`src/hdl/dsj_pkg.sv`:
```
// ============================================================================
// dsj_pkg
// Shared widths, constants, key codes and state types of the servo jog block.
// ============================================================================
package dsj_pkg;

    localparam int PULSE_W   = 11;
    localparam int ELAPSED_W = 9;
    localparam int CFG_W     = 9;
    localparam int CFG_ADDR_W = 2;
    localparam int KEY_W     = 8;
    localparam int RESULT_W  = 48;

    localparam logic [PULSE_W-1:0] NEUTRAL_PULSE = 11'd1500;
    localparam logic [PULSE_W-1:0] CCW_MIN    = 11'd1000;
    localparam logic [PULSE_W-1:0] CCW_MAX    = 11'd1350;
    localparam logic [PULSE_W-1:0] CW_MIN     = 11'd1650;
    localparam logic [PULSE_W-1:0] CW_MAX     = 11'd2000;
    localparam logic [PULSE_W-1:0] CCW_RESET  = 11'd1300;
    localparam logic [PULSE_W-1:0] CW_RESET   = 11'd1700;
    localparam logic [PULSE_W:0]   SPEED_STEP = 12'd100;

    localparam logic [ELAPSED_W-1:0] ELAPSED_MAX = 9'd511;

    localparam logic [CFG_W-1:0] FIRST_PRESS_RESET = 9'd260;
    localparam logic [CFG_W-1:0] HOLD_RESET        = 9'd100;
    localparam logic [CFG_W-1:0] SETTLE_RESET      = 9'd50;

    // Register indexes on the configuration port.
    localparam logic [CFG_ADDR_W-1:0] CFG_FIRST_PRESS = 2'd0;
    localparam logic [CFG_ADDR_W-1:0] CFG_HOLD        = 2'd1;
    localparam logic [CFG_ADDR_W-1:0] CFG_SETTLE      = 2'd2;

    // Command bytes, lower and upper case.
    localparam logic [KEY_W-1:0] KEY_Q_LO = 8'h71;
    localparam logic [KEY_W-1:0] KEY_Q_UP = 8'h51;
    localparam logic [KEY_W-1:0] KEY_E_LO = 8'h65;
    localparam logic [KEY_W-1:0] KEY_E_UP = 8'h45;
    localparam logic [KEY_W-1:0] KEY_A_LO = 8'h61;
    localparam logic [KEY_W-1:0] KEY_A_UP = 8'h41;
    localparam logic [KEY_W-1:0] KEY_D_LO = 8'h64;
    localparam logic [KEY_W-1:0] KEY_D_UP = 8'h44;
    localparam logic [KEY_W-1:0] KEY_W_LO = 8'h77;
    localparam logic [KEY_W-1:0] KEY_W_UP = 8'h57;
    localparam logic [KEY_W-1:0] KEY_S_LO = 8'h73;
    localparam logic [KEY_W-1:0] KEY_S_UP = 8'h53;

    typedef struct packed {
        logic [PULSE_W-1:0]   pulse;
        logic [ELAPSED_W-1:0] elapsed;
        logic                 moving;
        logic                 first;
    } motor_t;

    typedef struct packed {
        logic [PULSE_W-1:0] ccw;
        logic [PULSE_W-1:0] cw;
        motor_t [1:0]       motor;
    } state_t;

    typedef struct packed {
        logic [CFG_W-1:0] first_press;
        logic [CFG_W-1:0] hold;
        logic [CFG_W-1:0] settle;
    } cfg_t;

endpackage

```
`src/hdl/dsj_core.sv`:
```
// ============================================================================
// dsj_core
// Next-state logic for one word: speed keys, motor drives and timeouts.
// ============================================================================
module dsj_core (
    input  dsj_pkg::state_t                i_state,
    input  logic                           i_tick,
    input  logic [dsj_pkg::KEY_W-1:0]      i_key,
    input  dsj_pkg::cfg_t                  i_cfg,
    output dsj_pkg::state_t                o_state
);

    function automatic logic [dsj_pkg::PULSE_W-1:0] clamp_width(
        input logic [dsj_pkg::PULSE_W:0]   v,
        input logic [dsj_pkg::PULSE_W-1:0] lo,
        input logic [dsj_pkg::PULSE_W-1:0] hi
    );
        logic [dsj_pkg::PULSE_W-1:0] r;
        if (v < {1'b0, lo}) begin
            r = lo;
        end else if (v > {1'b0, hi}) begin
            r = hi;
        end else begin
            r = v[dsj_pkg::PULSE_W-1:0];
        end
        return r;
    endfunction

    // Elapsed count, optional drive, then the timeout check on the result.
    function automatic dsj_pkg::motor_t motor_step(
        input dsj_pkg::motor_t               cur,
        input logic                          tick,
        input logic                          drive,
        input logic [dsj_pkg::PULSE_W-1:0]   pulse,
        input dsj_pkg::cfg_t                 cfg
    );
        dsj_pkg::motor_t               m;
        logic [dsj_pkg::CFG_W-1:0]     limit;
        m = cur;
        if (tick && m.moving && (m.elapsed != dsj_pkg::ELAPSED_MAX)) begin
            m.elapsed = m.elapsed + 9'd1;
        end
        if (drive) begin
            m.pulse   = pulse;
            m.elapsed = '0;
            m.moving  = 1'b1;
        end
        limit = m.first ? cfg.first_press : cfg.hold;
        if (m.moving) begin
            if (m.elapsed > limit) begin
                m.pulse  = dsj_pkg::NEUTRAL_PULSE;
                m.moving = 1'b0;
                m.first  = 1'b1;
            end else if (m.elapsed > cfg.settle) begin
                m.first = 1'b0;
            end
        end
        return m;
    endfunction

    logic [1:0]                  drive;
    logic [dsj_pkg::PULSE_W-1:0] drive_pulse [2];
    logic [dsj_pkg::PULSE_W-1:0] ccw_next;
    logic [dsj_pkg::PULSE_W-1:0] cw_next;

    always_comb begin
        drive          = 2'b00;
        drive_pulse[0] = i_state.ccw;
        drive_pulse[1] = i_state.ccw;
        ccw_next       = i_state.ccw;
        cw_next        = i_state.cw;
        if (!i_tick) begin
            case (i_key)
                dsj_pkg::KEY_Q_LO, dsj_pkg::KEY_Q_UP: begin
                    ccw_next = clamp_width({1'b0, i_state.ccw} + dsj_pkg::SPEED_STEP,
                                           dsj_pkg::CCW_MIN, dsj_pkg::CCW_MAX);
                    cw_next  = clamp_width({1'b0, i_state.cw} - dsj_pkg::SPEED_STEP,
                                           dsj_pkg::CW_MIN, dsj_pkg::CW_MAX);
                end
                dsj_pkg::KEY_E_LO, dsj_pkg::KEY_E_UP: begin
                    ccw_next = clamp_width({1'b0, i_state.ccw} - dsj_pkg::SPEED_STEP,
                                           dsj_pkg::CCW_MIN, dsj_pkg::CCW_MAX);
                    cw_next  = clamp_width({1'b0, i_state.cw} + dsj_pkg::SPEED_STEP,
                                           dsj_pkg::CW_MIN, dsj_pkg::CW_MAX);
                end
                dsj_pkg::KEY_A_LO, dsj_pkg::KEY_A_UP: begin
                    drive[0]       = 1'b1;
                    drive_pulse[0] = i_state.ccw;
                end
                dsj_pkg::KEY_D_LO, dsj_pkg::KEY_D_UP: begin
                    drive[0]       = 1'b1;
                    drive_pulse[0] = i_state.cw;
                end
                dsj_pkg::KEY_W_LO, dsj_pkg::KEY_W_UP: begin
                    drive[1]       = 1'b1;
                    drive_pulse[1] = i_state.ccw;
                end
                dsj_pkg::KEY_S_LO, dsj_pkg::KEY_S_UP: begin
                    drive[1]       = 1'b1;
                    drive_pulse[1] = i_state.cw;
                end
                default: begin
                end
            endcase
        end
    end

    always_comb begin
        o_state.ccw = ccw_next;
        o_state.cw  = cw_next;
        for (int m = 0; m < 2; m++) begin
            o_state.motor[m] = motor_step(i_state.motor[m], i_tick, drive[m],
                                          drive_pulse[m], i_cfg);
        end
    end

endmodule

```
`src/hdl/dual_servo_jog_with_release_timeout.sv`:
```
// ============================================================================
// dual_servo_jog_with_release_timeout
// Keyboard jog controller for two servos with a release timeout per motor.
// ============================================================================
//
// Channel  Direction  Handshake            Contents
// s_       in         s_tvalid / s_tready  s_tuser = tick flag, s_tdata = key byte
// m_       out        m_tvalid / m_tready  m_tdata = pulses, active flags, widths
// cfg_     in         cfg_wr_en            cfg_addr selects a timing register
//
// One word is accepted per clock cycle while s_tready is high. The state is
// updated in the cycle a word is accepted; its result appears on m_tdata in
// the next cycle when the output register is free, else in the skid register.
// The result side has a two-word buffer (output register plus skid
// register); s_tready is a registered signal that falls only once both are
// full, so a stalled consumer stops the input after two words.
// Reset is synchronous and active low: all state and the timing registers
// return to their initial values and the output buffer is emptied.
//
module dual_servo_jog_with_release_timeout (
    input  logic                              aclk,
    input  logic                              aresetn,

    input  logic                              s_tvalid,
    output logic                              s_tready,
    // Bits [7:0]: key byte (only used when s_tuser is low).
    input  logic [dsj_pkg::KEY_W-1:0]         s_tdata,
    // Bit 0: opcode, high for a one-millisecond tick, low for a key byte.
    input  logic                              s_tuser,

    output logic                              m_tvalid,
    input  logic                              m_tready,
    // From bit 0: motor_one_pulse [10:0], motor_two_pulse [21:11],
    // motor_one_active [22], motor_two_active [23], ccw_width [34:24],
    // cw_width [45:35], zero padding [47:46].
    output logic [dsj_pkg::RESULT_W-1:0]      m_tdata,

    input  logic                              cfg_wr_en,
    input  logic [dsj_pkg::CFG_ADDR_W-1:0]    cfg_addr,
    input  logic [dsj_pkg::CFG_W-1:0]         cfg_wdata
);

    // Timing registers; the user must write them only while the block is idle (not enforced here).
    dsj_pkg::cfg_t cfg_reg;

    // Controller state and its next value for the word on the input.
    dsj_pkg::state_t state_reg;
    dsj_pkg::state_t state_next;

    // Two-word result buffer.
    logic                           out_valid_reg;
    logic [dsj_pkg::RESULT_W-1:0]   out_data_reg;
    logic                           skid_valid_reg;
    logic [dsj_pkg::RESULT_W-1:0]   skid_data_reg;

    logic                           in_accept;
    logic                           out_take;
    logic [dsj_pkg::RESULT_W-1:0]   result_word;

    assign in_accept = s_tvalid && s_tready;
    assign out_take  = out_valid_reg && m_tready;

    dsj_core u_core (
        .i_state (state_reg),
        .i_tick  (s_tuser),
        .i_key   (s_tdata),
        .i_cfg   (cfg_reg),
        .o_state (state_next)
    );

    // The result reports the state after the word has been applied.
    assign result_word = {2'b00,
                          state_next.cw,
                          state_next.ccw,
                          state_next.motor[1].moving,
                          state_next.motor[0].moving,
                          state_next.motor[1].pulse,
                          state_next.motor[0].pulse};

    always_ff @(posedge aclk) begin
        if (!aresetn) begin
            cfg_reg.first_press <= dsj_pkg::FIRST_PRESS_RESET;
            cfg_reg.hold        <= dsj_pkg::HOLD_RESET;
            cfg_reg.settle      <= dsj_pkg::SETTLE_RESET;
        end else if (cfg_wr_en) begin
            case (cfg_addr)
                dsj_pkg::CFG_FIRST_PRESS: cfg_reg.first_press <= cfg_wdata;
                dsj_pkg::CFG_HOLD:        cfg_reg.hold        <= cfg_wdata;
                dsj_pkg::CFG_SETTLE:      cfg_reg.settle      <= cfg_wdata;
                default: begin
                end
            endcase
        end
    end

    always_ff @(posedge aclk) begin
        if (!aresetn) begin
            state_reg.ccw <= dsj_pkg::CCW_RESET;
            state_reg.cw  <= dsj_pkg::CW_RESET;
            for (int m = 0; m < 2; m++) begin
                state_reg.motor[m].pulse   <= dsj_pkg::NEUTRAL_PULSE;
                state_reg.motor[m].elapsed <= '0;
                state_reg.motor[m].moving  <= 1'b0;
                state_reg.motor[m].first   <= 1'b1;
            end
        end else if (in_accept) begin
            state_reg <= state_next;
        end
    end

    // When the output register is taken, the skid word moves up first; a
    // new word can only arrive while the skid register is empty.
    always_ff @(posedge aclk) begin
        if (!aresetn) begin
            out_valid_reg  <= 1'b0;
            skid_valid_reg <= 1'b0;
        end else begin
            if (out_take) begin
                if (skid_valid_reg) begin
                    out_valid_reg  <= 1'b1;
                    skid_valid_reg <= 1'b0;
                end else begin
                    out_valid_reg <= in_accept;
                end
            end else if (in_accept) begin
                if (!out_valid_reg) begin
                    out_valid_reg <= 1'b1;
                end else begin
                    skid_valid_reg <= 1'b1;
                end
            end
        end
    end

    always_ff @(posedge aclk) begin
        if (out_take) begin
            if (skid_valid_reg) begin
                out_data_reg <= skid_data_reg;
            end else if (in_accept) begin
                out_data_reg <= result_word;
            end
        end else if (in_accept) begin
            if (!out_valid_reg) begin
                out_data_reg <= result_word;
            end else begin
                skid_data_reg <= result_word;
            end
        end
    end

    assign s_tready = !skid_valid_reg;
    assign m_tvalid = out_valid_reg;
    assign m_tdata  = out_data_reg;

endmodule

```
`config.mk`:
```
export PLATFORM = sky130hd
export DESIGN_NAME = dual_servo_jog_with_release_timeout
export DESIGN_NICKNAME = d
export VERILOG_FILES = /design/src/hdl/dsj_pkg.sv /design/src/hdl/dsj_core.sv /design/src/hdl/dual_servo_jog_with_release_timeout.sv
export SDC_FILE = /design/constraint.sdc
export NUM_CORES = 1
export LEC_CHECK = 0
export BUFFER_PORTS_ARGS = -buffer_cell sky130_fd_sc_hd__buf_2
export CAP_MARGIN = 20
export CORE_MARGIN = 1.5
export CORE_UTILIZATION = 46
export CTS_CLUSTER_SIZE = 24
export DETAILED_ROUTE_END_ITERATION = 16
export GPL_TIMING_DRIVEN = 0
export PLACE_DENSITY = 0.74
export SLEW_MARGIN = 20
export SYNTH_ARGS = -nofsm -noshare
export SYNTH_HDL_FRONTEND = slang
export SYNTH_SLANG_ARGS = --single-unit
```
`constraint.sdc`:
```
create_clock -name aclk -period 5.55 [get_ports aclk]
set_clock_uncertainty 0.05 [all_clocks]
set_input_delay 0.8325 -clock aclk [delete_from_list [all_inputs] [get_ports aclk]]
set_output_delay 0.8325 -clock aclk [all_outputs]
set_load 0.005 [all_outputs]
```
==> qor.yml <==
p_switching_mw: 0.840
crit_path_cell_trace: "buf_2 > nand4b_1 > nor4b_1 > clkbuf_1 > clkbuf_1 > nor2_1 > ha_1 > nor2b_1 > o21a_1 > o21a_1 > o21a_1 > o21a_1 > o221ai_1 > clkbuf_1 > a31oi_1"
utilization_pct: 53.0
grt_max_degree: 32
ant_nets: 0
grt.total_usage_pct: 25.1
synth_top_area_share_pct: 26.2
yosysTopAreaCell: "edfxtp_1"
die_area_um2: 23800
core_um2: 22600
crit_arrival_ns: 5.47
required_ns: 5.68
rsz0062_at_grt: "false"
route.vias.total: 9032
max_cap_violations: 0
finalNetCount: 1280
postPlaceCellArea_um2: 11300
clockPowerShare_pct: 41.9
largest_reg_flops: 66
hold_path_class: "reg -> reg"
place_ws_ns: -0.116
grt_pass1_wl_um: 46800
power_frac_comb_pct: 9.1
crit_path_end_kind: "flop"
start_util_pct: 46.7
status: "complete, no violations"
num_rows: 55
cp_common_cell: "o21a_1"
p_leak_nw: 4.57
wl_um: 29500
rrSetupSlack_ns: 0.96
via_per_inst: 6.00
start_kind: "input port"
max_freq_ghz: 0.187
ys_warn_count: 0
drv_slew: 0
boundaryPins: 75
internal_power_mw: 2.21
finalPower_mw: 3.05
drive_gt1_share_pct: 13.3
ir_drop_mv: 0.226
antenna_found_initial: 0
worstMarginPinSlew_ns: 0.941
synth_mux_area_share_pct: 9.59
synth_flop_cell: "dfxtp_1"
grt_overflow: 0
numPortBuffers: 69
cts_tree: "built"
synth_top_family_by_area: "compound AO/OA/AOI/OAI gates"
seqPwrFrac_pct: 49.0
dieWidth_um: 154
hold_slack_ns: 0.408
cts_sinks: 187
clockRootBuffer: "clkbuf_16"
fillCellCount: 2071
syn2layout_area_growth_pct: 13.5
synth_compound_area_share_pct: 18.3
clkLatencyLatePin_ns: 0.44
holdBufCountCts: 0
crit_family: "compound AO/OA/AOI/OAI gates"
synth_edf_count: 92
crit_type: "in -> reg"
clockBufferDepth: 2
yosysSeqAreaShare_pct: 44.3
first_global_vias: 8476
diodes: 0
finalSetupViolCount: 0
die_h_um: 154
ctsHtreeMaxLevel: 4
power_density_nw_per_um2: 255
critPathMaxStageDelay_ns: 0.74
yosysUniqueCellTypes: 78
wire_per_inst_um: 19.6
swShare_pct: 27.6
path_buf_inv: 4
min_period_ns: 5.34
crit_path_top_delay_cell: "o221ai_1"
syn_area_um2: 10500
setup_ws_ns: 0.207
synth-seq-cells: 187
async_flop_share_pct: 0
cp_max_fo: 10
design_area_um2: 12000
dp_hpwl_um: 22000
netlist_top_cells_area: "edfxtp_1, dfxtp_1, mux2i_1"
drc: 0
final-hold-violation-count: 0
drt_iter0_markers: 804
firstDrtPassIters: 8
syn_inst: 1116
clk_pin_slew_worst_paths_ns: 0.09
slew-limit-headroom_pct: 36.7
synth_simple_gate_area_share_pct: 16.3
numCtsBuffers: 17
timing.final.crit_share_pct: 96.3
synthAdderAreaFrac_pct: 5.58
postCtsSetupRepairBufs: 0
place_congestion: 0.974
post_synth_xor_area_fraction_pct: 1.83
cts_repair_resize_count: 0
syn_avg_cell_area_um2: 9.44
[power groups by stage]
stage	registers [mW]	logic [mW]	clock network, mW
2_1_floorplan	1.53	0.165	0
3_3_place_gp	1.53	0.255	0
3_5_place_dp	1.53	0.271	0
4_1_cts	1.49	0.272	1.29
5_1_grt	1.50	0.299	1.34
6_report	1.49	0.276	1.28
[final timing paths]
check | start | end | cells after the start
max | s_tdata[7] | m_tdata[21] | 15
min | state_reg[42] | state_reg[42] | 2
max reg2reg | state_reg[24] | m_tdata[12] | 16
min reg2reg | state_reg[42] | state_reg[42] | 2
[cell usage in the layout (no fill, tap or decap), types with 12 or more instances in the layout]
cell / instances
clkbuf_1: 53
a31oi_1: 17
nor3_1: 18
o21a_1: 12
nor2b_1: 15
inv_1: 36
dfxtp_1: 95
mux2_2: 32
nor2_1: 104
nand2_1: 142
buf_2: 77
mux2i_1: 65
edfxtp_1: 92
a21oi_1: 67
o211ai_1: 13
ha_1: 47
clkbuf_16: 17
nand3_1: 25
o21ai_0: 47
[tightest hold or removal path: stages (launching register included)]
cell,delay (ns)
dfxtp_1,0.31
inv_1,0.05
o22ai_1,0.05
[synthesized netlist by cell type (13+ instances only)]
master and number:
a21oi_1 68, nor3_1 18, dfxtp_1 95, inv_1 36, nor2_1 104, nor2b_1 15, mux2i_1 65, nand3_1 25
o211ai_1 13, clkbuf_1 53, o21ai_0 47, ha_1 47, nand2_1 142, a31oi_1 17, edfxtp_1 92, mux2_2 32
[logic make-up after synthesis]
family	after synthesis
AND/OR/NAND/NOR	374
AO/OA/AOI/OAI	279
adder cells (fa/ha/maj)	47
buffers and inverters	109
XOR/XNOR	22
multiplexers	97
flip-flops	187
other	1
[through the flow]
| stage | cells | setup TNS (ns) |
|---|---|---|
| finish | 1506 | 0 |
| global route | 1506 | 0 |
| global placement | 1471 | -33.33 |
| CTS | 1506 | 0 |
| floorplan | 1117 | 0 |
| detailed placement | 1474 | -0.606 |
[final cells by class]
type,count,area [um^2],area share [%]
buffer,72,295,2.47
clock buffer,17,425,3.56
clock inverter,15,196,1.64
inverter,37,139,1.16
multi-input combinational,821,5460,45.7
sequential,187,4660,39.0
tap,285,357,2.98
timing repair buffer,72,420,3.52
[routing by layer]
| layer | GRT usage [%] | up-vias | part of all wire (%) | routed length (um) |
|---|---|---|---|---|
| met3 | 3.95 | 60 | 6.4 | 1880 |
| li1 | - | 4283 | - | - |
| met4 | 9.07 | 0 | 3.2 | 928 |
| met2 | 41.7 | 382 | 46 | 13700 |
| met5 | 0 | - | 0 | 0 |
| met1 | 33.4 | 4307 | 44 | 13000 |
Note: power is estimated with default switching activity, not from simulation.
